`src/sv/drt_pkg.sv`:
```
// ----------------------------------------------------------------------------
// drt_pkg
// shared types, constants and helpers of the drift tracking rescaler
// ----------------------------------------------------------------------------
package drt_pkg;

   localparam int DATA_W           = 32;
   localparam int FRAC_W           = 16;
   localparam int DEF_MAX_UPSAMPLE = 16;
   localparam int DEF_COUNTER_BITS = 16;
   localparam int INTERVAL_W       = 16;
   localparam int FACTOR_W         = 5;
   localparam int ADDR_W           = 5;
   localparam int WIDE_W           = 64;
   // divider: dividend magnitude is a 33-bit range shifted by the fraction
   localparam int DIVD_W           = DATA_W + 1 + FRAC_W;
   localparam int DIVS_W           = DATA_W + 1;

   localparam logic signed [DATA_W-1:0] VAL_MAX = {1'b0, {(DATA_W-1){1'b1}}};
   localparam logic signed [DATA_W-1:0] VAL_MIN = {1'b1, {(DATA_W-1){1'b0}}};

   // reset register values
   localparam logic signed [DATA_W-1:0] RST_MODEL_MIN = DATA_W'(0);
   localparam logic signed [DATA_W-1:0] RST_MODEL_MAX = DATA_W'(65536);
   localparam logic signed [DATA_W-1:0] RST_REAL_MIN  = DATA_W'(0);
   localparam logic signed [DATA_W-1:0] RST_REAL_MAX  = DATA_W'(65536);
   localparam logic [INTERVAL_W-1:0]    RST_INTERVAL  = INTERVAL_W'(2);
   localparam logic [FACTOR_W-1:0]      RST_FACTOR    = FACTOR_W'(1);
   // factors derived from the reset ranges
   localparam logic signed [DATA_W-1:0] RST_GAIN      = DATA_W'(65536);
   localparam logic signed [DATA_W-1:0] RST_BIAS      = DATA_W'(0);

   // register indexes
   localparam logic [2:0] CSR_MODEL_MIN = 3'd0;
   localparam logic [2:0] CSR_MODEL_MAX = 3'd1;
   localparam logic [2:0] CSR_REAL_MIN  = 3'd2;
   localparam logic [2:0] CSR_REAL_MAX  = 3'd3;
   localparam logic [2:0] CSR_INTERVAL  = 3'd4;
   localparam logic [2:0] CSR_DRIFT_EN  = 3'd5;
   localparam logic [2:0] CSR_FACTOR    = 3'd6;

   typedef struct packed {
      logic signed [DATA_W-1:0] sample;
      logic                     first;
   } req_type;

   typedef struct packed {
      logic signed [DATA_W-1:0] value;
      logic                     interpolated;
      logic                     last;
   } rsp_type;

   typedef struct packed {
      logic signed [DATA_W-1:0] model_min;
      logic signed [DATA_W-1:0] model_max;
      logic signed [DATA_W-1:0] real_min;
      logic signed [DATA_W-1:0] real_max;
      logic [INTERVAL_W-1:0]    recal_interval;
      logic                     drift_enable;
      logic [FACTOR_W-1:0]      upsample_factor;
   } cfg_type;

   typedef enum logic [3:0] {
      OP_NONE,
      OP_ACCEPT,
      OP_FAC_START,
      OP_FAC_ZERO,
      OP_FAC_GAIN,
      OP_MUL,
      OP_FAC_BIAS,
      OP_WIN,
      OP_CHECK,
      OP_SMUL_SET,
      OP_SCALE,
      OP_DIFF_START,
      OP_DIFF_DONE,
      OP_EMIT_PT,
      OP_EMIT_LAST
   } dp_op_type;

   typedef struct packed {
      logic rr_zero;
      logic due;
      logic need_interp;
      logic last_pt;
      logic out_free;
      logic div_done;
   } dp_status_type;

   function automatic logic signed [DATA_W-1:0] sat_val(input logic signed [WIDE_W-1:0] v);
      logic signed [WIDE_W-1:0] hi;
      logic signed [WIDE_W-1:0] lo;
      hi = WIDE_W'(VAL_MAX);
      lo = WIDE_W'(VAL_MIN);
      if (v > hi) begin
         return VAL_MAX;
      end else if (v < lo) begin
         return VAL_MIN;
      end
      return v[DATA_W-1:0];
   endfunction

endpackage

```
`src/sv/drt_ctrl.sv`:
```
// ----------------------------------------------------------------------------
// drt_ctrl
// sequencer: factor loads, drift recalculation, scaling and word emission
// ----------------------------------------------------------------------------
module drt_ctrl
   import drt_pkg::*;
(
   input  logic          clock,
   input  logic          reset,
   input  logic          req_valid,
   input  logic          req_first,
   input  logic          drift_enable,
   input  dp_status_type status,
   output dp_op_type     cmd,
   output logic          req_stall
);

   typedef enum logic [3:0] {
      S_IDLE,
      S_FAC_START,
      S_DIV_WAIT,
      S_FAC_GAIN,
      S_FAC_MUL,
      S_FAC_BIAS,
      S_WIN,
      S_CHECK,
      S_SMUL_SET,
      S_SMUL,
      S_SCALE,
      S_DIFF_START,
      S_DIFF_WAIT,
      S_DIFF_DONE,
      S_EMIT_PT,
      S_EMIT_LAST
   } state_type;

   state_type state_ff, state_in;
   logic      recal_ff, recal_in;
   state_type after_load;

   assign after_load = drift_enable ? S_WIN : S_SMUL_SET;

   always_comb begin
      state_in = state_ff;
      recal_in = recal_ff;
      cmd      = OP_NONE;
      unique case (state_ff)
         S_IDLE: begin
            if (req_valid) begin
               cmd      = OP_ACCEPT;
               recal_in = 1'b0;
               state_in = req_first ? S_FAC_START : after_load;
            end
         end
         S_FAC_START: begin
            if (!status.rr_zero) begin
               cmd      = OP_FAC_START;
               state_in = S_DIV_WAIT;
            end else if (recal_ff) begin
               // flat window keeps the old factors
               state_in = S_SMUL_SET;
            end else begin
               cmd      = OP_FAC_ZERO;
               state_in = after_load;
            end
         end
         S_DIV_WAIT: begin
            if (status.div_done) begin
               state_in = S_FAC_GAIN;
            end
         end
         S_FAC_GAIN: begin
            cmd      = OP_FAC_GAIN;
            state_in = S_FAC_MUL;
         end
         S_FAC_MUL: begin
            cmd      = OP_MUL;
            state_in = S_FAC_BIAS;
         end
         S_FAC_BIAS: begin
            cmd      = OP_FAC_BIAS;
            state_in = recal_ff ? S_SMUL_SET : after_load;
         end
         S_WIN: begin
            cmd      = OP_WIN;
            state_in = S_CHECK;
         end
         S_CHECK: begin
            cmd = OP_CHECK;
            if (status.due) begin
               recal_in = 1'b1;
               state_in = S_FAC_START;
            end else begin
               state_in = S_SMUL_SET;
            end
         end
         S_SMUL_SET: begin
            cmd      = OP_SMUL_SET;
            state_in = S_SMUL;
         end
         S_SMUL: begin
            cmd      = OP_MUL;
            state_in = S_SCALE;
         end
         S_SCALE: begin
            cmd      = OP_SCALE;
            state_in = S_DIFF_START;
         end
         S_DIFF_START: begin
            if (status.need_interp) begin
               cmd      = OP_DIFF_START;
               state_in = S_DIFF_WAIT;
            end else begin
               state_in = S_EMIT_LAST;
            end
         end
         S_DIFF_WAIT: begin
            if (status.div_done) begin
               state_in = S_DIFF_DONE;
            end
         end
         S_DIFF_DONE: begin
            cmd      = OP_DIFF_DONE;
            state_in = S_EMIT_PT;
         end
         S_EMIT_PT: begin
            if (status.out_free) begin
               cmd = OP_EMIT_PT;
               if (status.last_pt) begin
                  state_in = S_EMIT_LAST;
               end
            end
         end
         S_EMIT_LAST: begin
            if (status.out_free) begin
               cmd      = OP_EMIT_LAST;
               state_in = S_IDLE;
            end
         end
         default: begin
            state_in = S_IDLE;
         end
      endcase
   end

   always_ff @(posedge clock) begin
      if (reset) begin
         state_ff <= S_IDLE;
         recal_ff <= 1'b0;
      end else begin
         state_ff <= state_in;
         recal_ff <= recal_in;
      end
   end

   assign req_stall = (state_ff != S_IDLE);

   a_emit_free: assert property (@(posedge clock) disable iff (reset)
      (cmd == OP_EMIT_PT || cmd == OP_EMIT_LAST) |-> status.out_free)
      else $error("word emitted into a full output register");

   a_gain_seq: assert property (@(posedge clock) disable iff (reset)
      (state_ff == S_FAC_GAIN) |=> (state_ff == S_FAC_MUL) ##1 (state_ff == S_FAC_BIAS))
      else $error("factor sequence broken");

   a_accept_idle: assert property (@(posedge clock) disable iff (reset)
      (cmd == OP_ACCEPT) |=> req_stall)
      else $error("second word accepted while busy");

endmodule
```
`config.mk`:
```
export PLATFORM = sky130hd
export DESIGN_NAME = drt_ctrl
export DESIGN_NICKNAME = d
export VERILOG_FILES = /design/src/sv/drt_pkg.sv /design/src/sv/drt_ctrl.sv
export SDC_FILE = /design/constraint.sdc
export NUM_CORES = 1
export LEC_CHECK = 0
export BUFFER_PORTS_ARGS = -buffer_cell sky130_fd_sc_hd__buf_4
export CAP_MARGIN = 20
export CORE_MARGIN = 2
export CORE_UTILIZATION = 49
export CTS_BUF_LIST = sky130_fd_sc_hd__clkbuf_4
export DETAILED_ROUTE_END_ITERATION = 12
export GPL_TIMING_DRIVEN = 0
export HOLD_SLACK_MARGIN = 0.08
export PLACE_DENSITY_LB_ADDON = 0.08
export SYNTH_ARGS = -nofsm -noshare
export SYNTH_HDL_FRONTEND = slang
export SYNTH_SLANG_ARGS = --single-unit
export TNS_END_PERCENT = 100
```
`constraint.sdc`:
```
create_clock -name clock -period 1.5 [get_ports clock]
set_clock_uncertainty 0.1 [all_clocks]
set_input_delay 0.075 -clock clock [delete_from_list [all_inputs] [get_ports clock]]
set_output_delay 0.075 -clock clock [all_outputs]
set_load 0.01 [all_outputs]
```
==> impl_summary.txt, run 1 <==
----------------------------------------------------
[Flow run]
  Maximum capacitance violations ... 0

[Worst setup path]
  Required time at the endpoint of the critical path ... about 1.3 ns
  Type of the setup path with the least slack ... reg -> out
  Critical Path Sink Type ... output pin
  Critical path startpoint category ... register
  Worst endpoint data arrival time ... about 1.5 ns
  Critical path peak fanout ... 6

[Yosys]
  Sequential share of the synthesized area ... 15.4%
  Most instantiated library cell after synthesis ... sky130_fd_sc_hd__nand2_1
  Largest family of logic cells by synthesized area ... compound AO/OA/AOI/OAI gates
  Number of library cell types mapped by synthesis ... 45
  Cells after Synth ... between 90 and 100
  Post-synth top area cell ... sky130_fd_sc_hd__dfxtp_1
  Xor and xnor area share after synthesis ... ~2.7%
  Number of enable-type register cells in the synthesized netlist ... 0
  Leading cell types by total area after synthesis ... sky130_fd_sc_hd__dfxtp_1 (15%), sky130_fd_sc_hd__nand2_1 (6.3%), sky130_fd_sc_hd__a21oi_1 (5.4%)
  Yosys synthesis warning count ... 0
  Mux share of post-synthesis cell area ... about 3.3%
  Adder-cell area share of the yosys netlist ... 0%
  Area fraction in compound gates after synthesis ... around 34%
  Post-Synthesis Net Count ... 103
  Post-Syn Area per Cell ... roughly 7 um2
  Asr flop ratio synth ... 0%
  Share of Yosys cell area claimed by the top area cell type ... ~15%
  Most common library cells after synthesis ... sky130_fd_sc_hd__nand2_1 (11), sky130_fd_sc_hd__nor2_1 (8), sky130_fd_sc_hd__a21oi_1 (7), sky130_fd_sc_hd__o21ai_0 (7), sky130_fd_sc_hd__dfxtp_1 (5)
  Commonest register cell after synthesis ... sky130_fd_sc_hd__dfxtp_1
  Simple-Gate Fraction of Synth Area ... 33.0%
  Area of the mapped netlist ... 652 um2
  Seq cells post-synth ... 5

[Clock tree]
  Clock-pin slew of the registers on the worst-case setup and hold paths ... 0.04 ns
  Max clock buf depth ... 2
  Insertion delay of the later-clocked pin in the worst-skew pair ... around 0.24 ns
  Clock sinks ... 5
  CTS tree ... done
  Clock buffer count from CTS ... 3
  Count of H-tree levels built during CTS ... 1
  Root buffer cell ... sky130_fd_sc_hd__clkbuf_4

[STA]
  Fmax ... roughly 0.6 GHz
  Hold Fails Final Rpt ... 0
  Final period util ... 113%
  Relative slew margins ... approximately 77%
  Pins Over Slew Limit ... 0
  Count of endpoints failing setup in the final report ... 8
  Post-Route Setup TNS ... -0.977 ns
  Min setup slack post-route ... -0.196 ns
  Transition time at the pin with the least slew margin ... around 0.35 ns
  Post-route minimum period ... roughly 1.7 ns
  Setup repair after global routing missed its margin ... true

[Routing]
  Number of optimization iterations in the first detailed-route pass ... 4
  First DRT Iteration DRCs ... between 50 and 60
  DRC ... 0
  Post-DRT Antenna Nets ... 0
  Via total after detailed routing ... approximately 900
  Detailed-route wire length per cell ... 16.2 um
  Via count normalized by instance count ... 6.29
  Post-detailed-routing wire length ... roughly 2300 um

[Place]
  Placed standard-cell area ... approximately 800 um2
  Detailed placement HPWL ... around 1300 um
  Global placer's final weighted congestion ... roughly 0.91
  Number of input and output port buffers inserted ... 15
  Total placed cells including tap cells ... 122
  Placement-stage worst setup slack ... -0.251 ns

[Layout]
  Flip-flop and latch area ... ~110 um2
  Area added between synthesis and finish ... 63.1%
  Post-layout net count ... around 140
  Area of combinational cells with multiple inputs ... between 500 and 600 um2
  Fraction of the core area covered by cells at the end of the flow ... 83.8%
  Layout cell share with drive strength beyond 1 ... 54.4%
  Layout Cells excl Fill ... 140
  Fill cell count ... 80
  Antenna diode count ... 0
  Finished Cell Area ... approximately 1100 um2

[Global route]
  Total global routing track utilization ... between 20% and 30%
  Largest net degree at the start of global routing ... 11
  Overall overflow remaining after global route ... 0
  First-pass GRT wire length ... 2970 um
  Initial antenna violation count ... 0
  Vias in the first global route ... between 600 and 700

[Power and ir drop]
  Worst VDD drop ... 1.19 mV
  Leakage Power ... about 0.42 nW
  Total power density per cell area ... 1960 nW/um2

[Floorplan]
  Floorplan row count ... 13
  Chip width ... between 40 and 50 um
  Core region area ... between 1000 and 1500 um2
  Die outline area ... between 1500 and 2000 um2
  Number of top-level pins ... 16
  Die boundary height ... roughly 40 um
  Starting density of the core ... 51.4%

[Hold path]
  Type of the worst min-delay path ... in -> reg

[Outcome]
  Run status ... complete, but fails checks
  Violated checks ... negative setup slack

----------------------------------------------------
what timing repair did:
action | in CTS | in global routing
gates cloned | 0 | 0
resized for setup | 18 | 26
setup buffers | 5 | 7
pin swaps | 5 | 10
hold endpoints to repair | 5 | 0
setup endpoints to repair | 8 | 9
hold buffers | 3 | 0
logic make-up after synthesis:
| family | after synthesis |
|---|---|
| AO/OA/AOI/OAI | 33 |
| XOR/XNOR | 2 |
| buffers and inverters | 10 |
| flip-flops | 5 |
| multiplexers | 2 |
| AND/OR/NAND/NOR | 40 |
metrics by stage:
step	total power [W]	hold WS, ns
final	0.00208	0.164
after global routing	0.00221	0.168
after CTS	0.00175	0.124
after detailed placement	0.00139	0.173
after global placement	0.00138	0.172
after floorplan	0.00106	0.0441
layer usage:
| metal | wire length, um | share of wire (%) | GRT usage [%] | up-vias |
|---|---|---|---|---|
| met5 | 0 | 0 | 0 | - |
| met4 | 61 | 2.7 | 11.7 | 0 |
| met3 | 173 | 7.6 | 4.44 | 10 |
| met2 | 1140 | 50 | 48.8 | 58 |
| met1 | 888 | 39 | 30.8 | 403 |
| li1 | - | - | - | 410 |
final timing paths:
kind,slack [ns],startpoint,end,cells after the start
worst max-delay path,-0.20,state_ff[1],cmd[1],7
worst min-delay path,0.16,req_valid,recal_ff,4
worst max register to register,-0.19,state_ff[2],state_ff[3],5
worst min register to register,0.44,recal_ff,recal_ff,2
placed cells by master (no fill, tap or decap), drive strengths merged, types with 2 or more instances in the layout:
cell,count
nor2,8
nand2,11
a21o,2
buf,33
nand2b,4
a311oi,2
o21ai,8
clkbuf,5
dfxtp,5
or4,2
nand3,4
xor2,2
a21oi,7
o211ai,2
dlygate4sd3,3
worst max-delay path: stages (launching register included):
cell and delay (ns):
sky130_fd_sc_hd__dfxtp_2 0.33, sky130_fd_sc_hd__buf_6 0.13, sky130_fd_sc_hd__buf_8 0.12, sky130_fd_sc_hd__nand2_1 0.13
sky130_fd_sc_hd__nand2_2 0.08, sky130_fd_sc_hd__a31oi_2 0.21, sky130_fd_sc_hd__o221ai_2 0.13, sky130_fd_sc_hd__buf_4 0.15
power by group:
part,total (W),switching [W],internal [W]
Combinational,0.00163,0.000785,0.000850
Sequential,0.000278,0.0000828,0.000195
Clock,0.000166,0.0000483,0.000118
Total,0.00208,0.000916,0.00116
cell type report:
type / instances / area share, %
Buffer: 7 / 8.35
Clock buffer: 4 / 2.82
Inverter: 2 / 1.06
Multi-Input combinational cell: 77 / 52.7
Sequential cell: 5 / 10.4
Tap cell: 15 / 1.76
Timing Repair Buffer: 30 / 22.9
sequential cells by signal, summed over array words and instances (netlist names):
signal / cells
state_ff: 4
recal_ff: 1
Note: power is estimated with default switching activity, not from simulation.
==> inputs of run 2 (changes only) <==
- CELL_PAD_IN_SITES_DETAIL_PLACEMENT: unset -> 1
- CELL_PAD_IN_SITES_GLOBAL_PLACEMENT: unset -> 2
- CORE_UTILIZATION: 49 -> 26
==> impl_summary.txt, run 2 (synthesis gave the netlist of run 1 again) <==
----------------------------------------------------
[STA]
  Pins Over Slew Limit ... 0 (unchanged)
  Hold Fails Final Rpt ... 0 (unchanged)
  Fmax ... 0.595 GHz (+0.99%)
  Min setup slack post-route ... -0.180 ns (+0.0166 ns)
  Setup repair after global routing missed its margin ... true
  Relative slew margins ... 76.1% (-0.50 points)
  Final period util ... 112% (-1.1 points)
  Count of endpoints failing setup in the final report ... 8 (unchanged)
  Transition time at the pin with the least slew margin ... 0.359 ns (+0.00750 ns)
  Post-route minimum period ... 1.68 ns (-0.0166 ns)
  Post-Route Setup TNS ... -1.00 ns (-0.0244 ns)

[Routing]
  Via total after detailed routing ... 844 (-4.2%)
  First DRT Iteration DRCs ... 6 (-89%)
  DRC ... 0 (unchanged)
  Post-detailed-routing wire length ... 2490 um (+10%)
  Via count normalized by instance count ... 5.31 (-16%)
  Post-DRT Antenna Nets ... 0 (unchanged)
  Number of optimization iterations in the first detailed-route pass ... 4 (unchanged)
  Detailed-route wire length per cell ... 15.7 um (-3.1%)

[Floorplan]
  Die outline area ... 2920 um2 (+78%)
  Floorplan row count ... 18 (+5)
  Starting density of the core ... 26.8% (-25 points)
  Number of top-level pins ... 16 (unchanged)
  Core region area ... 2430 um2 (+92%)
  Chip width ... 54.1 um (+34%)
  Die boundary height ... 54.1 um (+34%)

[Clock tree]
  Count of H-tree levels built during CTS ... 1 (unchanged)
  Clock-pin slew of the registers on the worst-case setup and hold paths ... 0.04 ns (about the same)
  Root buffer cell ... sky130_fd_sc_hd__clkbuf_4
  Clock buffer count from CTS ... 3 (unchanged)
  Clock sinks ... 5 (unchanged)
  Max clock buf depth ... 2 (unchanged)
  Insertion delay of the later-clocked pin in the worst-skew pair ... 0.24 ns (about the same)
  CTS tree ... done

[Global route]
  Overall overflow remaining after global route ... 0 (unchanged)
  Largest net degree at the start of global routing ... 11 (unchanged)
  Initial antenna violation count ... 0 (unchanged)
  First-pass GRT wire length ... 3800 um (+28%)
  Vias in the first global route ... 810 (+16%)
  Total global routing track utilization ... 18.6% (-8.6 points)

[Power and ir drop]
  Leakage Power ... 0.455 nW (+7.4%)
  Total chip power ... 0.00212 W (+1.9%)
  Worst VDD drop ... 0.889 mV (-25%)
  Total power density per cell area ... 1930 nW/um2 (-1.4%)

[Worst setup path]
  Critical Path Slowest Stage Cell ... sky130_fd_sc_hd__a221o_1
  Critical path startpoint category ... register
  Required time at the endpoint of the critical path ... 1.55 ns (+0.23 ns)
  Buf+Inv Stages, Crit Path ... 1 (-2)
  Cells along the critical path ... buf_6 > or3_1 > a221o_1 > o21ai_2 > mux2i_1 > a311oi_2
  Type of the setup path with the least slack ... reg -> reg
  Family with the most delay on the worst path ... compound AO/OA/AOI/OAI gates
  Critical Path Sink Type ... register
  Worst endpoint data arrival time ... 1.73 ns (+0.21 ns)
  Delay of the slowest cell on the worst path ... 0.31 ns (-0.02 ns)
  Critical path peak fanout ... 9 (+3)

[Layout]
  Layout cell share with drive strength beyond 1 ... 48.8% (-5.6 points)
  Register with the highest flop count ... state_ff
  Finished Cell Area ... 1100 um2 (+3.4%)
  Most frequent standard cell in the layout excluding fill and tap cells ... sky130_fd_sc_hd__buf_4
  Fill cell count ... 327 (+310%)
  Antenna diode count ... 0 (unchanged)
  Fraction of the core area covered by cells at the end of the flow ... 45.2% (-39 points)
  Top library cells by usage in the layout, fill and taps aside ... sky130_fd_sc_hd__buf_4 (26), sky130_fd_sc_hd__nand2_1 (9), sky130_fd_sc_hd__buf_6 (8)
  Layout Cells excl Fill ... 159 (+14%)
  Registers with the highest flip-flop counts ... state_ff (4), recal_ff (1)
  Area added between synthesis and finish ... 68.7%
  Post-layout net count ... 141 (+2.9%)
  Number of flip-flops under the largest register name ... 4 (unchanged)

[Place]
  Total placed cells including tap cells ... 137 (+12%)
  Global placer's final weighted congestion ... 0.783 (-14%)
  Number of input and output port buffers inserted ... 15 (unchanged)
  Detailed placement HPWL ... 1680 um (+28%)
  Placed standard-cell area ... 805 um2 (+2.4%)

[Flow run]
  Maximum capacitance violations ... 0 (unchanged)

[Outcome]
  Run status ... complete, but fails checks
  Violated checks ... negative setup slack

[Hold path]
  Type of the worst min-delay path ... in -> reg

----------------------------------------------------
==> run 2: cell count changes in the layout (fill, tap and decap cells not counted), sizes merged <==
cell and change:
buf +4, clkinvlp -1, inv +1
==> run 2: metrics by stage <==
stage                     hold slack, ns  worst slack [ns]
after floorplan                   0.0441           -0.0541
after global placement             0.178            -0.260
after detailed placement           0.177            -0.257
after CTS                          0.121            -0.197
after global routing               0.136            -0.245
final                              0.133            -0.180
==> run 2: timing repair <==
| item | 4_1_cts | 5_1_grt |
|---|---|---|
| hold endpoints to repair | 5 | 0 |
| pin swaps | 8 | 9 |
| endpoints found under the setup margin | 9 | 9 |
| hold buffers | 3 | 0 |
| resized for setup | 23 | 11 |
| buffers inserted | 4 | 11 |
==> run 2: final cells by class <==
class | instances | area (um2) | share of cell area (%)
plain buffers | 8 | 100 | 9.10
well taps | 30 | 37.5 | 3.41
inverters | 2 | 7.51 | 0.683
repair buffers | 33 | 279 | 25.4
clock buffers | 4 | 30.0 | 2.73
multi-input cells | 77 | 543 | 49.4
flip-flops and latches | 5 | 103 | 9.33
==> run 2: worst min-delay path, stage by stage <==
cell and delay [ns]:
sky130_fd_sc_hd__buf_4 0.09, sky130_fd_sc_hd__inv_1 0.04, sky130_fd_sc_hd__o21ai_0 0.15, sky130_fd_sc_hd__a21oi_1 0.07
==> run 2: layer usage <==
layer | global-route usage, % | vias up | share of wire, %
met5 | 0 | - | 0
met4 | 9.17 | 0 | 1.4
met3 | 1.67 | 4 | 1.9
met2 | 32.9 | 14 | 52
met1 | 22.1 | 408 | 44
li1 | - | 418 | -
==> run 2: power by group <==
group          total, W  switching [W]  internal [W]
combinational   0.00172       0.000805      0.000919
clock          0.000172      0.0000538      0.000118
sequential     0.000223      0.0000405      0.000183
==> run 2: path summary, 6_finish.rpt <==
check | start | endpoint | slack, ns | cells after the start
max | state_ff[0] | state_ff[3] | -0.18 | 6
min | req_valid | recal_ff | 0.13 | 4
max reg2reg | state_ff[0] | state_ff[3] | -0.18 | 6
min reg2reg | recal_ff | recal_ff | 0.50 | 2
==> inputs of run 3 (changes only) <==
- ABC_AREA: unset -> 1
- CORE_UTILIZATION: 26 -> 22
==> impl_summary.txt, run 3 <==
----------------------------------------------------
[STA]
  Post-Route Setup TNS ... -0.256 ns (+0.745 ns)
  Setup repair after global routing missed its margin ... true
  Hold Fails Final Rpt ... 0 (unchanged)
  Count of endpoints failing setup in the final report ... 4 (-4)
  Post-route minimum period ... 1.57 ns (-0.105 ns)
  Worst slack on hold paths ... 0.0641 ns (-0.0694 ns)
  Transition time at the pin with the least slew margin ... 0.261 ns (-0.0978 ns)
  Pins Over Slew Limit ... 0 (unchanged)
  Min setup slack post-route ... -0.0747 ns (+0.105 ns)
  Fmax ... 0.635 GHz (+6.7%)
  Relative slew margins ... 82.5% (+6.4 points)
  Final period util ... 105% (-7.0 points)

[Hold path]
  Cell depth of the worst hold path ... 4 (unchanged)
  Min-delay src ... drift_enable
  Hold EP ... state_ff[3]
  Type of the worst min-delay path ... in -> reg

[Yosys]
  Leading cell types by total area after synthesis ... sky130_fd_sc_hd__dfxtp_1 (17%), sky130_fd_sc_hd__nor2_1 (17%), sky130_fd_sc_hd__nand2_1 (16%)
  Post-Synthesis Net Count ... 122 (+18%)
  Post-Syn Area per Cell ... 5.21 um2 (-27%)
  Area of the mapped netlist ... 578 um2 (-11%)
  Largest family of logic cells by synthesized area ... simple AND/OR/NAND/NOR gates
  Xor and xnor area share after synthesis ... 0% (-2.7 points)
  Number of library cell types mapped by synthesis ... 15 (-67%)
  Post-synth top area cell ... sky130_fd_sc_hd__dfxtp_1
  Most instantiated library cell after synthesis ... sky130_fd_sc_hd__nor2_1
  Asr flop ratio synth ... 0% (unchanged)
  Sequential share of the synthesized area ... 17.3% (+2.0 points)
  Yosys synthesis warning count ... 0 (unchanged)
  Most common library cells after synthesis ... sky130_fd_sc_hd__nor2_1 (26), sky130_fd_sc_hd__nand2_1 (25), sky130_fd_sc_hd__inv_1 (20), sky130_fd_sc_hd__nand3_1 (9), sky130_fd_sc_hd__a21oi_1 (6)
  Simple-Gate Fraction of Synth Area ... 48.3% (+15 points)
  Adder-cell area share of the yosys netlist ... 0% (unchanged)
  Number of enable-type register cells in the synthesized netlist ... 0 (unchanged)
  Area fraction in compound gates after synthesis ... 21.4% (-13 points)
  Share of Yosys cell area claimed by the top area cell type ... 17.3% (+2.0 points)
  Mux share of post-synthesis cell area ... 0% (-3.3 points)
  Seq cells post-synth ... 5 (unchanged)
  Cells after Synth ... 111 (+21%)
  Commonest register cell after synthesis ... sky130_fd_sc_hd__dfxtp_1

[Power and ir drop]
  Internal power summed over all cells ... 0.000904 W (-26%)
  Worst VDD drop ... 0.859 mV (-3.4%)
  Part of the power in registers ... 17.3% (+6.8 points)
  Leakage Power ... 0.522 nW (+15%)
  Clock power share ... 9.7% (+1.6 points)
  Gate power share ... 73.0% (-8.3 points)
  Total power density per cell area ... 1680 nW/um2 (-13%)
  Switching share of total power ... 49.4% (+6.9 points)
  Net switching power of the design ... 0.000882 W (-2.0%)

[Layout]
  Registers with the highest flip-flop counts ... state_ff (4), recal_ff (1)
  Fraction of the core area covered by cells at the end of the flow ... 42.8% (-2.4 points)
  Register with the highest flop count ... state_ff
  Top library cells by usage in the layout, fill and taps aside ... sky130_fd_sc_hd__buf_4 (24), sky130_fd_sc_hd__nor2_1 (18), sky130_fd_sc_hd__nand2_1 (15)
  Most frequent standard cell in the layout excluding fill and tap cells ... sky130_fd_sc_hd__buf_4
  Layout cell share with drive strength beyond 1 ... 51.7% (+2.9 points)
  Number of flip-flops under the largest register name ... 4 (unchanged)
  Post-layout net count ... 155 (+9.9%)
  Antenna diode count ... 0 (unchanged)
  Area added between synthesis and finish ... 83.6%

[Worst setup path]
  Required time at the endpoint of the critical path ... 1.32 ns (-0.23 ns)
  Critical path startpoint category ... register
  Critical Path Sink Type ... output pin
  Worst reg2reg startpoint ... state_ff[3]
  Flop2flop setup slack ... 0.02 ns (+0.20 ns)
  Critical path peak fanout ... 4 (-5)
  FF-to-FF path depth ... 9 (+3)
  Capture instance of the worst register-to-register path ... state_ff[1]
  Worst endpoint data arrival time ... 1.40 ns (-0.33 ns)
  Type of the setup path with the least slack ... reg -> out

[Place]
  Global placer's final weighted congestion ... 0.770 (-1.7%)
  Number of input and output port buffers inserted ... 15 (unchanged)
  Detailed placement HPWL ... 1780 um (+6.0%)

[Global route]
  Overall overflow remaining after global route ... 0 (unchanged)
  Total global routing track utilization ... 16.4% (-2.2 points)
  First-pass GRT wire length ... 3960 um (+4.3%)
  Initial antenna violation count ... 0 (unchanged)
  Vias in the first global route ... 834 (+3.0%)
  Largest net degree at the start of global routing ... 8 (-3)

[Floorplan]
  Die boundary height ... 55.3 um (+2.2%)
  Starting density of the core ... 23.3% (-3.5 points)
  Number of top-level pins ... 16 (unchanged)
  Chip width ... 55.3 um (+2.2%)
  Die outline area ... 3050 um2 (+4.5%)
  Floorplan row count ... 18 (unchanged)
  Core region area ... 2480 um2 (+1.9%)

[Clock tree]
  Max clock buf depth ... 2 (unchanged)
  Count of H-tree levels built during CTS ... 1 (unchanged)
  Clock buffer count from CTS ... 3 (unchanged)
  Clock sinks ... 5 (unchanged)
  Clock-pin slew of the registers on the worst-case setup and hold paths ... 0.04 ns (about the same)
  CTS tree ... done
  Root buffer cell ... sky130_fd_sc_hd__clkbuf_4
  Insertion delay of the later-clocked pin in the worst-skew pair ... 0.24 ns (about the same)

[Routing]
  Detailed-route wire length per cell ... 14.2 um (-9.6%)
  Number of optimization iterations in the first detailed-route pass ... 4 (unchanged)
  Via total after detailed routing ... 843 (-0.12%)
  Post-detailed-routing wire length ... 2450 um (-1.7%)
  DRC ... 0 (unchanged)
  Via count normalized by instance count ... 4.87 (-8.2%)
  First DRT Iteration DRCs ... 10 (+4)
  Post-DRT Antenna Nets ... 0 (unchanged)

[Outcome]
  Run status ... complete, but fails checks
  Violated checks ... negative setup slack

[Flow run]
  Maximum capacitance violations ... 0 (unchanged)

----------------------------------------------------
## run 3: cell count changes after synthesis, sizes merged, moves of 3 or more
cell	before	now
buf	5	0
clkbuf	3	0
inv	2	20
nand2	11	25
nand2b	4	0
nand3	4	9
nor2	8	27
o2111ai	0	3
## run 3: kinds of logic (layout without fill, tap and decap cells)
logic type,Yosys count,count (layout)
flip-flops,5,5
AND/OR/NAND/NOR,67,67
buffers and inverters,20,52
AO/OA/AOI/OAI,19,19
## run 3: area by class of cell
class / instances / area (um2)
Clock buffer: 4 / 30.0
Fill cell: 340 / 1420
Inverter: 20 / 82.6
Multi-Input combinational cell: 86 / 564
Sequential cell: 5 / 115
Tap cell: 30 / 37.5
Timing Repair Buffer: 28 / 231
## run 3: worst max-delay path by stage
| stage | startpoint | to | slack (ns) |
|---|---|---|---|
| after floorplan | state_ff[1] | state_ff[1] | 0.14 |
| after global placement | state_ff[1] | state_ff[1] | -0.19 |
| after detailed placement | state_ff[3] | cmd[0] | -0.19 |
| after CTS | state_ff[3] | cmd[0] | -0.1 |
| after global routing | state_ff[2] | cmd[2] | -0.14 |
| final | state_ff[3] | cmd[1] | -0.07 |
## run 3: power by group through the flow
stage / clock network [W] / registers [W] / logic, W
detailed placement: 0 / 0.000237 / 0.000848
finish: 0.000174 / 0.000309 / 0.00130
global route: 0.000192 / 0.000319 / 0.00141
global placement: 0 / 0.000239 / 0.000844
CTS: 0.000180 / 0.000305 / 0.00118
floorplan: 0 / 0.000215 / 0.000550
## run 3: stage by stage
step	cell area (um2)	power [W]	setup WS (ns)	std cells
floorplan	578	0.000765	0.142	111
global placement	728	0.00108	-0.187	156
detailed placement	728	0.00109	-0.193	156
CTS	987	0.00166	-0.0953	172
global route	1060	0.00193	-0.144	173
finish	1060	0.00179	-0.0747	173
## run 3: per-layer routing
layer  share of wire [%]  global-route usage (%)  wire, um  vias up
met5                   0                       0         0        -
met4                 1.0                    6.27        25        0
li1                    -                       -         -      428
met1                  41                    19.6      1010      395
met3                 3.3                    1.41        82        4
met2                  54                    29.9      1340       16
## run 3: worst max-delay path: stages, from the launching register on
cell and delay (ns):
sky130_fd_sc_hd__dfxtp_4 0.39, sky130_fd_sc_hd__inv_4 0.05, sky130_fd_sc_hd__nor2_4 0.12, sky130_fd_sc_hd__inv_2 0.05, sky130_fd_sc_hd__nor2_1 0.08, sky130_fd_sc_hd__nand2_1 0.09
sky130_fd_sc_hd__buf_4 0.16, sky130_fd_sc_hd__o2111ai_2 0.07, sky130_fd_sc_hd__buf_4 0.14
## run 3: what timing repair did
item / in CTS / in global routing
setup buffers: 10 / 1
pin swaps: 5 / 13
setup endpoints to repair: 10 / 8
hold endpoints to repair: 5 / 0
resized for setup: 43 / 21
hold buffers: 2 / 0
